### src/hdl/ctp_pkg.sv
package ctp_pkg;

    // Class of the run that the last emitted character belongs to
    typedef enum logic [1:0] {
        RUN_NONE   = 2'd0,
        RUN_LETTER = 2'd1,
        RUN_OTHER  = 2'd2,
        RUN_DIGIT  = 2'd3
    } ctp_run_t;

    // Number of held lookahead characters
    localparam logic [1:0] PEND_NONE = 2'd0;
    localparam logic [1:0] PEND_ONE  = 2'd1;
    localparam logic [1:0] PEND_TWO  = 2'd2;

    // Most results one character can produce
    localparam int MAX_RESULTS = 3;

    typedef struct packed {
        ctp_run_t   run_class;
        logic [1:0] pend_cnt;
        ctp_run_t   pend_run;
    } ctp_state_t;

    typedef struct packed {
        logic [15:0] out_char;
        logic        has_char;
        logic        word_start;
        logic        end_of_text;
    } ctp_result_t;

    // Results of one step, slot 0 first
    typedef struct packed {
        logic [1:0]                        count;
        ctp_result_t [MAX_RESULTS-1:0]     item;
    } ctp_push_t;

endpackage

### src/hdl/ctp_if.sv
interface ctp_in_if;
    logic        valid;
    logic        ready;
    logic [15:0] code_unit;
    logic        text_end;

    modport source (output valid, output code_unit, output text_end, input ready);
    modport sink   (input valid, input code_unit, input text_end, output ready);
endinterface

interface ctp_out_if;
    logic        valid;
    logic        ready;
    logic [15:0] out_char;
    logic        has_char;
    logic        word_start;
    logic        end_of_text;

    modport source (output valid, output out_char, output has_char, output word_start,
                    output end_of_text, input ready);
    modport sink   (input valid, input out_char, input has_char, input word_start,
                    input end_of_text, output ready);
endinterface

### src/hdl/ctp_step.sv
module ctp_step (
    input  logic [15:0]        code_unit,
    input  logic               text_end,
    input  ctp_pkg::ctp_state_t state,
    input  logic [15:0]        pend_char,
    output ctp_pkg::ctp_state_t state_next,
    output logic [15:0]        pend_char_next,
    output ctp_pkg::ctp_push_t  push
);
    import ctp_pkg::*;

    localparam logic [15:0] CHAR_APOS    = 16'h0027;
    localparam logic [15:0] CHAR_UPPER_A = 16'h0041;
    localparam logic [15:0] CHAR_UPPER_Z = 16'h005A;
    localparam logic [15:0] CASE_OFFSET  = 16'd32;
    localparam logic [15:0] ASCII_TOP    = 16'h007F;
    localparam logic [15:0] CHAR_D       = 16'h0064;
    localparam logic [15:0] CHAR_E       = 16'h0065;
    localparam logic [15:0] CHAR_L       = 16'h006C;
    localparam logic [15:0] CHAR_M       = 16'h006D;
    localparam logic [15:0] CHAR_R       = 16'h0072;
    localparam logic [15:0] CHAR_S       = 16'h0073;
    localparam logic [15:0] CHAR_T       = 16'h0074;
    localparam logic [15:0] CHAR_V       = 16'h0076;

    function automatic logic is_space(input logic [15:0] c);
        return (c == 16'h0020) || (c >= 16'h0009 && c <= 16'h000D);
    endfunction

    function automatic logic is_digit(input logic [15:0] c);
        return c >= 16'h0030 && c <= 16'h0039;
    endfunction

    function automatic logic is_letter(input logic [15:0] c);
        return (c >= 16'h0061 && c <= 16'h007A) || (c > ASCII_TOP);
    endfunction

    logic [15:0]                   ch;
    logic                          is_stmd;
    logic                          is_rvl;
    logic                          hit;
    logic                          plain;
    logic [1:0]                    n;
    ctp_run_t                      rc;
    ctp_run_t                      prc;
    logic [1:0]                    pc;
    logic [15:0]                   sec;
    ctp_result_t [MAX_RESULTS-1:0] slot;

    assign ch = (code_unit >= CHAR_UPPER_A && code_unit <= CHAR_UPPER_Z)
              ? code_unit + CASE_OFFSET : code_unit;

    assign is_stmd = (ch == CHAR_S) || (ch == CHAR_T) || (ch == CHAR_M) || (ch == CHAR_D);
    assign is_rvl  = (ch == CHAR_R) || (ch == CHAR_V) || (ch == CHAR_L);
    assign hit     = ((pend_char == CHAR_R || pend_char == CHAR_V) && ch == CHAR_E)
                   || (pend_char == CHAR_L && ch == CHAR_L);

    always_comb
    begin
        rc    = state.run_class;
        pc    = state.pend_cnt;
        prc   = state.pend_run;
        sec   = pend_char;
        n     = 2'd0;
        plain = 1'b0;
        slot  = '0;

        case (state.pend_cnt)
            PEND_ONE:
            begin
                if (is_stmd)
                begin
                    slot[n] = '{CHAR_APOS, 1'b1, 1'b1, 1'b0};
                    n = n + 2'd1;
                    slot[n] = '{ch, 1'b1, 1'b0, 1'b0};
                    n = n + 2'd1;
                    rc = RUN_NONE;
                    pc = PEND_NONE;
                end
                else if (is_rvl)
                begin
                    sec = ch;
                    pc  = PEND_TWO;
                end
                else
                begin
                    // lone apostrophe falls back to a symbol
                    slot[n] = '{CHAR_APOS, 1'b1, prc != RUN_OTHER, 1'b0};
                    n = n + 2'd1;
                    rc    = RUN_OTHER;
                    pc    = PEND_NONE;
                    plain = 1'b1;
                end
            end
            PEND_TWO:
            begin
                pc = PEND_NONE;
                if (hit)
                begin
                    slot[n] = '{CHAR_APOS, 1'b1, 1'b1, 1'b0};
                    n = n + 2'd1;
                    slot[n] = '{pend_char, 1'b1, 1'b0, 1'b0};
                    n = n + 2'd1;
                    slot[n] = '{ch, 1'b1, 1'b0, 1'b0};
                    n = n + 2'd1;
                    rc = RUN_NONE;
                end
                else
                begin
                    slot[n] = '{CHAR_APOS, 1'b1, prc != RUN_OTHER, 1'b0};
                    n = n + 2'd1;
                    // held r/v/l follows a symbol, so it always opens a letter word
                    slot[n] = '{pend_char, 1'b1, 1'b1, 1'b0};
                    n = n + 2'd1;
                    rc    = RUN_LETTER;
                    plain = 1'b1;
                end
            end
            default:
            begin
                pc    = PEND_NONE;
                plain = 1'b1;
            end
        endcase

        if (plain)
        begin
            if (ch == CHAR_APOS)
            begin
                prc = rc;
                pc  = PEND_ONE;
            end
            else if (is_space(ch))
            begin
                rc = RUN_NONE;
            end
            else if (is_digit(ch))
            begin
                slot[n] = '{ch, 1'b1, 1'b1, 1'b0};
                n = n + 2'd1;
                rc = RUN_DIGIT;
            end
            else if (is_letter(ch))
            begin
                slot[n] = '{ch, 1'b1, rc != RUN_LETTER, 1'b0};
                n = n + 2'd1;
                rc = RUN_LETTER;
            end
            else
            begin
                slot[n] = '{ch, 1'b1, rc != RUN_OTHER, 1'b0};
                n = n + 2'd1;
                rc = RUN_OTHER;
            end
        end

        if (text_end)
        begin
            // flush held characters; a partial contraction never completes
            if (pc != PEND_NONE)
            begin
                slot[n] = '{CHAR_APOS, 1'b1, prc != RUN_OTHER, 1'b0};
                n = n + 2'd1;
                if (pc == PEND_TWO)
                begin
                    slot[n] = '{sec, 1'b1, 1'b1, 1'b0};
                    n = n + 2'd1;
                end
            end
            if (n == 2'd0)
            begin
                slot[0] = '{16'h0000, 1'b0, 1'b0, 1'b0};
                n = 2'd1;
            end
            slot[n - 2'd1].end_of_text = 1'b1;
            rc  = RUN_NONE;
            pc  = PEND_NONE;
            prc = RUN_NONE;
        end
    end

    assign state_next     = '{run_class: rc, pend_cnt: pc, pend_run: prc};
    assign pend_char_next = sec;
    assign push           = '{count: n, item: slot};

endmodule

### src/hdl/ctp_result_queue.sv
module ctp_result_queue (
    input  logic              clk,
    input  logic              rst_n,
    input  logic              push_en,
    input  ctp_pkg::ctp_push_t push,
    output logic              room,
    ctp_out_if.source         word_out
);
    import ctp_pkg::*;

    localparam int DEPTH = 4;
    localparam int PTR_W = $clog2(DEPTH);
    localparam int CNT_W = $clog2(DEPTH + 1);

    ctp_result_t       entry_reg [DEPTH];
    logic [PTR_W-1:0]  wr_ptr_reg;
    logic [PTR_W-1:0]  wr_ptr_next;
    logic [PTR_W-1:0]  rd_ptr_reg;
    logic [PTR_W-1:0]  rd_ptr_next;
    logic [CNT_W-1:0]  count_reg;
    logic [CNT_W-1:0]  count_next;
    logic [PTR_W-1:0]  offset [DEPTH];
    logic [1:0]        push_n;
    logic              pop;

    assign push_n = push_en ? push.count : 2'd0;
    assign pop    = word_out.valid && word_out.ready;
    // room for a full step's worth of results
    assign room   = count_reg <= CNT_W'(DEPTH - MAX_RESULTS);

    always_comb
    begin
        for (int e = 0; e < DEPTH; e++)
        begin
            offset[e] = PTR_W'(e) - wr_ptr_reg;
        end
    end

    assign wr_ptr_next = wr_ptr_reg + PTR_W'(push_n);
    assign rd_ptr_next = rd_ptr_reg + PTR_W'(pop);
    assign count_next  = count_reg + CNT_W'(push_n) - CNT_W'(pop);

    always_ff @(posedge clk)
    begin
        for (int e = 0; e < DEPTH; e++)
        begin
            if (push_en && (offset[e] < push.count))
            begin
                entry_reg[e] <= push.item[offset[e]];
            end
        end
    end

    always_ff @(posedge clk or negedge rst_n)
    begin
        if (!rst_n)
        begin
            wr_ptr_reg <= '0;
            rd_ptr_reg <= '0;
            count_reg  <= '0;
        end
        else
        begin
            wr_ptr_reg <= wr_ptr_next;
            rd_ptr_reg <= rd_ptr_next;
            count_reg  <= count_next;
        end
    end

    assign word_out.valid       = count_reg != '0;
    assign word_out.out_char    = entry_reg[rd_ptr_reg].out_char;
    assign word_out.has_char    = entry_reg[rd_ptr_reg].has_char;
    assign word_out.word_start  = entry_reg[rd_ptr_reg].word_start;
    assign word_out.end_of_text = entry_reg[rd_ptr_reg].end_of_text;

endmodule

### src/hdl/clip_text_pretokenizer.sv
// Word splitter for a CLIP-style tokenizer front end. Each request on text_in carries one
// 16-bit code unit; A-Z are lowercased and every kept character leaves on word_out with
// word_start set on the first character of each word. Whitespace separates words and is
// dropped, each digit is a word, letters (a-z and anything above 0x7F) form runs, other
// symbols form runs, and the contractions 's 't 're 've 'm 'll 'd are words of their own.
// An apostrophe, and an r/v/l after it, are held back until the next character decides;
// on text_end they are flushed and the last result carries end_of_text (a text that
// yields nothing gives one marker result with has_char low). State returns to reset
// after each text. Timing: a request is registered, then decoded combinationally into up
// to three results that go into a 4-entry result queue, from which word_out is driven.
// One request per cycle is taken while each yields at most one result and word_out is
// not stalled; a request with more results holds later ones back, since the output port
// carries a single result, which is what limits throughput. No clearing pass after reset.
module clip_text_pretokenizer (
    input  logic     clk,
    input  logic     rst_n,
    ctp_in_if.sink   text_in,
    ctp_out_if.source word_out
);
    import ctp_pkg::*;

    // input stage
    logic        s1_valid_reg;
    logic        s1_valid_next;
    logic [15:0] s1_code_reg;
    logic        s1_end_reg;

    // splitter state
    ctp_state_t  state_reg;
    ctp_state_t  state_next;
    logic [15:0] pend_char_reg;
    logic [15:0] pend_char_next;

    ctp_push_t   push;
    logic        room;
    logic        advance;
    logic        accept;

    // the registered request moves into the queue when all its results fit
    assign advance       = s1_valid_reg && room;
    assign text_in.ready = !s1_valid_reg || room;
    assign accept        = text_in.valid && text_in.ready;

    always_comb
    begin
        s1_valid_next = s1_valid_reg;
        if (accept)
        begin
            s1_valid_next = 1'b1;
        end
        else if (advance)
        begin
            s1_valid_next = 1'b0;
        end
    end

    always_ff @(posedge clk or negedge rst_n)
    begin
        if (!rst_n)
        begin
            s1_valid_reg <= 1'b0;
            state_reg    <= '{run_class: RUN_NONE, pend_cnt: PEND_NONE, pend_run: RUN_NONE};
        end
        else
        begin
            s1_valid_reg <= s1_valid_next;
            if (advance)
            begin
                state_reg <= state_next;
            end
        end
    end

    // payload: no reset needed
    always_ff @(posedge clk)
    begin
        if (accept)
        begin
            s1_code_reg <= text_in.code_unit;
            s1_end_reg  <= text_in.text_end;
        end
        if (advance)
        begin
            pend_char_reg <= pend_char_next;
        end
    end

    ctp_step u_step (
        .code_unit      (s1_code_reg),
        .text_end       (s1_end_reg),
        .state          (state_reg),
        .pend_char      (pend_char_reg),
        .state_next     (state_next),
        .pend_char_next (pend_char_next),
        .push           (push)
    );

    ctp_result_queue u_queue (
        .clk      (clk),
        .rst_n    (rst_n),
        .push_en  (advance),
        .push     (push),
        .room     (room),
        .word_out (word_out)
    );

endmodule

### src/flat_wrapper.sv
// flat-port wrapper written by rule: the top's interface ports become plain ports
module clip_text_pretokenizer_flat import ctp_pkg::*;
  (clk, rst_n, text_in_valid, text_in_code_unit, text_in_text_end, text_in_ready, word_out_valid, word_out_out_char, word_out_has_char, word_out_word_start, word_out_end_of_text, word_out_ready);
  ctp_in_if text_in_i ();
  ctp_out_if word_out_i ();
  input  logic clk;
  input  logic rst_n;
  input wire logic [$bits(text_in_i.valid)-1:0] text_in_valid;
  input wire logic [$bits(text_in_i.code_unit)-1:0] text_in_code_unit;
  input wire logic [$bits(text_in_i.text_end)-1:0] text_in_text_end;
  output wire logic [$bits(text_in_i.ready)-1:0] text_in_ready;
  output wire logic [$bits(word_out_i.valid)-1:0] word_out_valid;
  output wire logic [$bits(word_out_i.out_char)-1:0] word_out_out_char;
  output wire logic [$bits(word_out_i.has_char)-1:0] word_out_has_char;
  output wire logic [$bits(word_out_i.word_start)-1:0] word_out_word_start;
  output wire logic [$bits(word_out_i.end_of_text)-1:0] word_out_end_of_text;
  input wire logic [$bits(word_out_i.ready)-1:0] word_out_ready;
  assign text_in_i.valid = text_in_valid;
  assign text_in_i.code_unit = text_in_code_unit;
  assign text_in_i.text_end = text_in_text_end;
  assign text_in_ready = text_in_i.ready;
  assign word_out_valid = word_out_i.valid;
  assign word_out_out_char = word_out_i.out_char;
  assign word_out_has_char = word_out_i.has_char;
  assign word_out_word_start = word_out_i.word_start;
  assign word_out_end_of_text = word_out_i.end_of_text;
  assign word_out_i.ready = word_out_ready;
  clip_text_pretokenizer u_core (.clk(clk), .rst_n(rst_n), .text_in(text_in_i), .word_out(word_out_i));
endmodule
### config.mk
export PLATFORM = sky130hd
export DESIGN_NAME = clip_text_pretokenizer_flat
export DESIGN_NICKNAME = d
export VERILOG_FILES = /design/src/hdl/ctp_pkg.sv /design/src/hdl/ctp_if.sv /design/src/hdl/ctp_step.sv /design/src/hdl/ctp_result_queue.sv /design/src/hdl/clip_text_pretokenizer.sv /design/src/flat_wrapper.sv
export SDC_FILE = /design/constraint.sdc
export NUM_CORES = 1
export LEC_CHECK = 0
export ABC_AREA = 1
export ABC_CLOCK_PERIOD_IN_PS = 15110
export CAP_MARGIN = 20
export CORE_UTILIZATION = 50
export DETAILED_ROUTE_END_ITERATION = 8
export DONT_BUFFER_PORTS = 1
export PLACE_DENSITY_LB_ADDON = 0.25
export SLEW_MARGIN = 20
export SYNTH_ARGS = -nofsm -noshare
export SYNTH_HDL_FRONTEND = slang
export SYNTH_SLANG_ARGS = --single-unit
### constraint.sdc
create_clock -name clk -period 15.11 [get_ports clk]
set_input_delay 2.2665 -clock clk [delete_from_list [all_inputs] [get_ports clk]]
set_output_delay 2.2665 -clock clk [all_outputs]
set_load 0.1 [all_outputs]
==> results by group, run 1 <==
Floorplan
  – Num rows: 47
  – Initial Util: 0.514
  – Die area: 17600 um^2
  – Core Box Area: 16600 um^2
  – Die Wd: 133 um
  – Io pins: 42
  – Die H: 133 um

Worst setup path
  – Critical R2R Capture: u_core.u_queue.count_reg[2]
  – Reg2Reg Setup Slack: 9950 ps
  – Crit-path slowest cell: edfxtp_1
  – Crit-path max cell delay: 560 ps
  – Worst path required time: 15430 ps
  – Critical path class: reg -> reg
  – Startpoint Class: flop
  – Crit path DAT: 5490 ps
  – Critical path fanouts, max: 8
  – Worst reg-to-reg path cell count: 30
  – Worst setup path end: u_core.u_queue.count_reg[2]
  – Most frequent CP cell: nand2_1
  – Critical Path Source: u_core.s1_code_reg[4]
  – Reg2Reg Launch Point: u_core.s1_code_reg[4]
  – Crit. End Element: flop

Drt
  – DRC Markers: 0
  – Final wirelength: 24000 um
  – Vias/cell: 5.69
  – Routed Antenna Nets: 0
  – Routed WL per cell: 17.7 um
  – Vias after detailed routing: 7735
  – DRT iter0 DRCs: 761
  – DRT Pass-1 Iters: 5

Power
  – Worst vdd ir: 0.169 mV
  – NetSw: 0.00109 W
  – Clk network pwr share: 0.197
  – Comb pwr share: 0.524
  – Leak Pwr: 4.11 nW
  – PD cells: 216 nW/um^2
  – Switching share of total power: 0.537
  – Register share of total power: 0.279
  – Internal power: 0.000940 W

Global route
  – First-pass GRT wire length: 38700 um
  – GRT Total Usage: 0.285
  – Total grt overflow: 0
  – Largest net degree at the start of global routing: 65
  – Vias in the first global route: 6981
  – Initial antenna violation count: 0

CTS
  – Clock Pin Slew Worst Setup and Hold Paths: 60 ps
  – CTS tree: done
  – Root Buffer: clkbuf_16
  – Hold_buf cts: 0
  – Post-CTS Setup Bufs: 0
  – CTS Buf Count: 17
  – Htree depth: 4
  – PostCTS Resize Cnt: 0
  – Clock latency at the later pin of the worst-skew pair: 440 ps
  – CTS Sinks: 123
  – Longest Clk Path Bufs: 2

Timing
  – Slew Viols, Final: 0
  – Ratio of final minimum period to clock period: 0.342
  – Setup violations, final: 0
  – Post-Route Setup TNS: 0 ps
  – Max_slew headroom: 0.243
  – RSZ-0062 raised after global routing: no
  – Tmin final: 5160 ps
  – Fmax: 194 MHz
  – Setup Skew: 12.3 ps
  – Hold WS: 506 ps
  – Fin. Hold Viols: 0
  – Worst slew pin tran: 1140 ps

Yosys
  – Top cell type's share of synthesized area: 0.383
  – Post-synthesis sequential area ratio: 0.423
  – Largest cells by area after synthesis: edfxtp_1 (38%), nand2_1 (15%), nand3_1 (9.7%)
  – Syn Nets: 1200
  – #FFs+latches synth: 123
  – Largest area contributor in the netlist: edfxtp_1
  – Mapped cell area: 8560 um^2
  – Number of synthesis warnings: 0
  – Syn_area_per_cell: 7.40 um^2
  – Mapped Cells: 1157
  – Yosys cell types: 40

Place
  – Final GP Congestion: 0.934
  – Post-DP HPWL: 17500 um
  – PortBufs: 0

Hold path
  – Worst min-delay path category: reg -> reg

Run
  – Max-Cap Viols: 0

Layout
  – Area Growth Syn to Fin: 9.88%
  – FILL cells: 1578
  – Multi-input logic area: 4430 um^2
  – Layout cell share with drive strength beyond 1: 0.119
  – Nets@finish: 1169
  – FF/Latch Area: 3630 um^2
  – Diodes inserted: 0
  – Max reg flops: 76

Run status
  – Status: completed
[Yosys cell counts]
cell / instances
inv_1: 94
a2111oi_0: 1
o211ai_1: 1
buf_6: 1
o22ai_1: 27
nand2_2: 22
buf_2: 16
a21oi_4: 3
nand3b_1: 1
a21boi_0: 3
nor3_1: 38
o21ai_2: 1
nand3_1: 165
ha_1: 21
nor2_2: 5
xor2_1: 2
nand4_1: 15
o2111ai_1: 1
nand3_2: 11
xnor2_1: 4
nand2_4: 4
clkbuf_1: 34
nor2_4: 4
inv_4: 1
dfrtp_1: 14
o21ai_1: 10
buf_1: 7
nor2_1: 87
buf_4: 2
nand3_4: 1
o21ai_4: 1
fa_1: 1
nor4_1: 2
o2111a_1: 1
clkinv_1: 2
a21oi_1: 11
inv_2: 11
o21ai_0: 74
edfxtp_1: 109
nand2_1: 349
[through the flow]
step	total power, W	cells	setup slack, ps	utilization	cell area, um^2
floorplan	0.00140	1157	10250	-	8560
global placement	0.00160	1326	9880	0.528	8780
detailed placement	0.00163	1326	9720	0.528	8790
CTS	0.00202	1358	9430	0.562	9360
global route	0.00214	1359	9490	0.565	9400
finish	0.00203	1359	9950	0.565	9400
[power groups by stage]
stage               combinational [W]  clock (W)  sequential [W]
floorplan                    0.000855          0        0.000541
global placement              0.00103          0        0.000571
detailed placement            0.00105          0        0.000574
CTS                           0.00105   0.000402        0.000567
global route                  0.00115   0.000417        0.000578
finish                        0.00106   0.000401        0.000567
[cell usage in the layout (no fill, tap or decap), types with 9 or more instances in the layout]
| cell type | instances |
|---|---|
| inv_2 | 12 |
| nand3_1 | 165 |
| o22ai_2 | 19 |
| nor3_1 | 38 |
| nand2_2 | 22 |
| nand3_2 | 11 |
| o21ai_1 | 10 |
| buf_4 | 9 |
| dfrtp_1 | 11 |
| inv_1 | 92 |
| clkbuf_16 | 17 |
| ha_1 | 21 |
| o21ai_0 | 74 |
| nand4_1 | 15 |
| nand2_1 | 349 |
| nor2_1 | 86 |
| edfxtp_1 | 109 |
[area by class of cell]
type                    count  area share
flip-flops and latches    123       0.386
multi-input cells         866       0.471
inverters                 108      0.0434
repair buffers             10      0.0101
clock inverters            15      0.0153
well taps                 220      0.0293
clock buffers              17      0.0452
[worst max-delay path: cells and delay by family, from the launching register on]
family	cells	cell delay, ps
simple gates	18	2310
fa+ha+maj	5	1500
flops	1	560
buf+inv	6	520
xor+xnor	1	140
[cell families after synthesis]
logic type | Yosys count | share of synthesized area
AOI/OAI and AO/OA | 134 | 0.0908
xor gates and xnor gates | 6 | 0.00614
adders and majority gates | 22 | 0.0330
buffers and inverters | 168 | 0.0781
DFF | 123 | 0.423
and+or+nand+nor | 704 | 0.368
[worst min-delay path by stage]
stage / slack [ps] / cells after the start / end / start
floorplan: 480 / 1 / u_core.u_queue.wr_ptr_reg[0] / u_core.u_queue.wr_ptr_reg[0]
global placement: 490 / 1 / u_core.u_queue.count_reg[0] / u_core.u_queue.count_reg[0]
detailed placement: 490 / 1 / u_core.u_queue.count_reg[0] / u_core.u_queue.count_reg[0]
CTS: 510 / 1 / u_core.u_queue.count_reg[0] / u_core.u_queue.count_reg[0]
global route: 540 / 1 / u_core.u_queue.count_reg[0] / u_core.u_queue.count_reg[0]
finish: 510 / 1 / u_core.u_queue.count_reg[0] / u_core.u_queue.count_reg[0]
[routing by layer]
metal | vias to the layer above | routed length [um] | GRT usage
met1 | 3519 | 11100 | 0.419
met2 | 341 | 10300 | 0.407
li1 | 3827 | - | -
met3 | 48 | 1850 | 0.0494
met4 | 0 | 798 | 0.131
met5 | - | 0 | 0
Note: power is estimated with default switching activity, not from simulation.
==> inputs of run 2 (changes only) <==
--- a/config.mk
+++ b/config.mk
@@ -6,7 +6,7 @@
 export NUM_CORES = 1
 export LEC_CHECK = 0
 export ABC_AREA = 1
-export ABC_CLOCK_PERIOD_IN_PS = 15110
+export ABC_CLOCK_PERIOD_IN_PS = 4400
 export CAP_MARGIN = 20
 export CORE_UTILIZATION = 50
 export DETAILED_ROUTE_END_ITERATION = 8
==> constraint.sdc (replaced) <==
create_clock -name clk -period 4.4 [get_ports clk]
set_input_delay 0.66 -clock clk [delete_from_list [all_inputs] [get_ports clk]]
set_output_delay 0.66 -clock clk [all_outputs]
set_load 0.1 [all_outputs]
==> run 2 against run 1 <==
Net effect: clock skew decreased by 4.4 ps; critical path depth decreased by 2; total power increased to 3.6 times the previous value; register-to-register slack got worse by 9800 ps; worst hold slack got worse by 180 ps; sequential share of layout area decreased by 2.9 points; utilization increased by 4.6 points; global-route usage increased by 0.51 points; cell count increased by 6.1%; largest cell class unchanged.
==> results by group, run 2 (same netlist as run 1, synthesis figures left out) <==
Floorplan
  – Die H: 133 um (unchanged)
  – Io pins: 42 (unchanged)
  – Num rows: 47 (unchanged)
  – Initial Util: 0.514 (unchanged)
  – Die Wd: 133 um (unchanged)
  – Core Box Area: 16600 um^2 (unchanged)
  – Die area: 17600 um^2 (unchanged)

Drt
  – DRT Pass-1 Iters: 5 (unchanged)
  – Routed Antenna Nets: 0 (unchanged)
  – Vias/cell: 5.71 (+0.32%)
  – Vias after detailed routing: 8234 (+6.5%)
  – DRC Markers: 0 (unchanged)
  – Routed WL per cell: 17.2 um (-2.9%)
  – Final wirelength: 24800 um (+3.0%)
  – DRT iter0 DRCs: 1097 (+44%)

Timing
  – Max_slew headroom: 0.267 (+0.0238)
  – Ratio of final minimum period to clock period: 0.957 (+0.615)
  – Post-Route Setup TNS: 0 ps (unchanged)
  – Fin. Hold Viols: 0 (unchanged)
  – Hold WS: 327 ps (-179 ps)
  – Slew Viols, Final: 0 (unchanged)
  – Fmax: 238 MHz (+23%)
  – Setup Skew: 7.88 ps (-4.37 ps)
  – Worst slew pin tran: 1100 ps (-38.3 ps)
  – Setup violations, final: 0 (unchanged)
  – Setup slack after layout: 190 ps (-9760 ps)
  – Tmin final: 4210 ps (-952 ps)

Power
  – Worst vdd ir: 0.619 mV (+270%)
  – PD cells: 722 nW/um^2 (+230%)
  – Pwr Total: 0.00735 W (+260%)
  – Leak Pwr: 4.53 nW (+10%)

Layout
  – Nets@finish: 1251 (+7.0%)
  – FILL cells: 1434 (-9.1%)
  – Commonest cells after routing, fill and taps aside: nand2_1 (340), nand3_1 (161), edfxtp_1 (109)
  – Area Growth Syn to Fin: 18.9%
  – Commonest non-fill, non-tap cell in the layout: nand2_1
  – Layout cell share with drive strength beyond 1: 0.196 (+0.0772)
  – Max reg flops: 76 (unchanged)
  – Non-Filler Instances: 1442 (+6.1%)

Worst setup path
  – Crit-path slowest cell: fa_2
  – Crit-path max cell delay: 530 ps (-30 ps)
  – Startpoint Class: flop
  – Critical path fanouts, max: 7 (-1)
  – Crit path DAT: 4580 ps (-910 ps)
  – Crit. End Element: flop
  – Critical path class: reg -> reg
  – Worst path required time: 4770 ps (-10660 ps)

CTS
  – Root Buffer: clkbuf_16
  – Clock latency at the later pin of the worst-skew pair: 430 ps (about the same)
  – CTS Buf Count: 17 (unchanged)
  – CTS tree: done
  – CTS Sinks: 123 (unchanged)
  – Htree depth: 4 (unchanged)
  – Clock Pin Slew Worst Setup and Hold Paths: 60 ps (about the same)
  – Longest Clk Path Bufs: 2 (unchanged)

Global route
  – Total grt overflow: 0 (unchanged)
  – GRT Total Usage: 0.290 (+0.00506)
  – Largest net degree at the start of global routing: 62 (-4.6%)
  – Vias in the first global route: 7401 (+6.0%)
  – Initial antenna violation count: 2 (+2)
  – First-pass GRT wire length: 39200 um (+1.3%)

Place
  – Cells after DPL: 1398 (+5.4%)
  – PortBufs: 0 (unchanged)
  – Post-placement worst setup slack: -42.4 ps (-9760 ps)
  – Final GP Congestion: 1.02 (+9.1%)
  – Post-DP HPWL: 18100 um (+3.1%)

Run status
  – Status: completed

Hold path
  – Worst min-delay path category: in -> reg

Run
  – Max-Cap Viols: 0 (unchanged)
-- run 2: path summary, 6_finish.rpt --
check / startpoint / endpoint / slack [ps] / cells past startpoint
min in group asynchronous: rst_n / u_core.u_queue.rd_ptr_reg[1] / 700 / 1
max in group asynchronous: rst_n / u_core.u_queue.wr_ptr_reg[0] / 3240 / 1
hold reg to reg: u_core.u_queue.count_reg[0] / u_core.u_queue.count_reg[0] / 520 / 1
hold / removal: text_in_code_unit[7] / u_core.s1_code_reg[7] / 330 / 0
setup reg to reg: u_core.s1_code_reg[14] / u_core.u_queue.count_reg[1] / 190 / 28
setup / recovery: u_core.s1_code_reg[14] / u_core.u_queue.count_reg[1] / 190 / 28
-- run 2: where the power goes --
part           switching [W]  internal [W]
Sequential          0.000223       0.00175
Combinational        0.00298       0.00105
Clock               0.000518      0.000827
-- run 2: worst max-delay path: cells and delay by family (launching register included) --
kind	cells	cell delay [ps]
adder cells (fa/ha/maj)	5	1480
buffers and inverters	9	940
flip-flops	1	410
AND/OR/NAND/NOR	14	1330
-- run 2: area by class of cell --
type	count	area, um^2	share of cell area
well taps	220	275	0.0271
clock inverters	12	124	0.0122
multi-input cells	866	4560	0.448
inverters	108	408	0.0401
clock buffers	20	437	0.0429
diodes	1	2.50	0.000246
flip-flops and latches	123	3630	0.356
repair buffers	92	743	0.0730
-- run 2: repair_timing --
action,in CTS,in global routing
gates resized for setup,3,29
setup endpoints to repair,8,122
pin swaps,5,10
hold endpoints to repair,14,0
setup buffers,7,3
hold buffers,1,0
-- run 2: through the flow --
stage / util / instance area, um^2
final: 0.611 / 10200
after global routing: 0.611 / 10200
after CTS: 0.603 / 10000
after detailed placement: 0.565 / 9400
after global placement: 0.565 / 9400
after floorplan: - / 8600
-- run 2: metal layers --
metal	track usage	up-vias	part of all wire
li1	-	3990	-
met1	0.416	3781	0.44
met2	0.425	413	0.44
met3	0.0690	48	0.096
met4	0.106	2	0.022
met5	0	-	0.00052
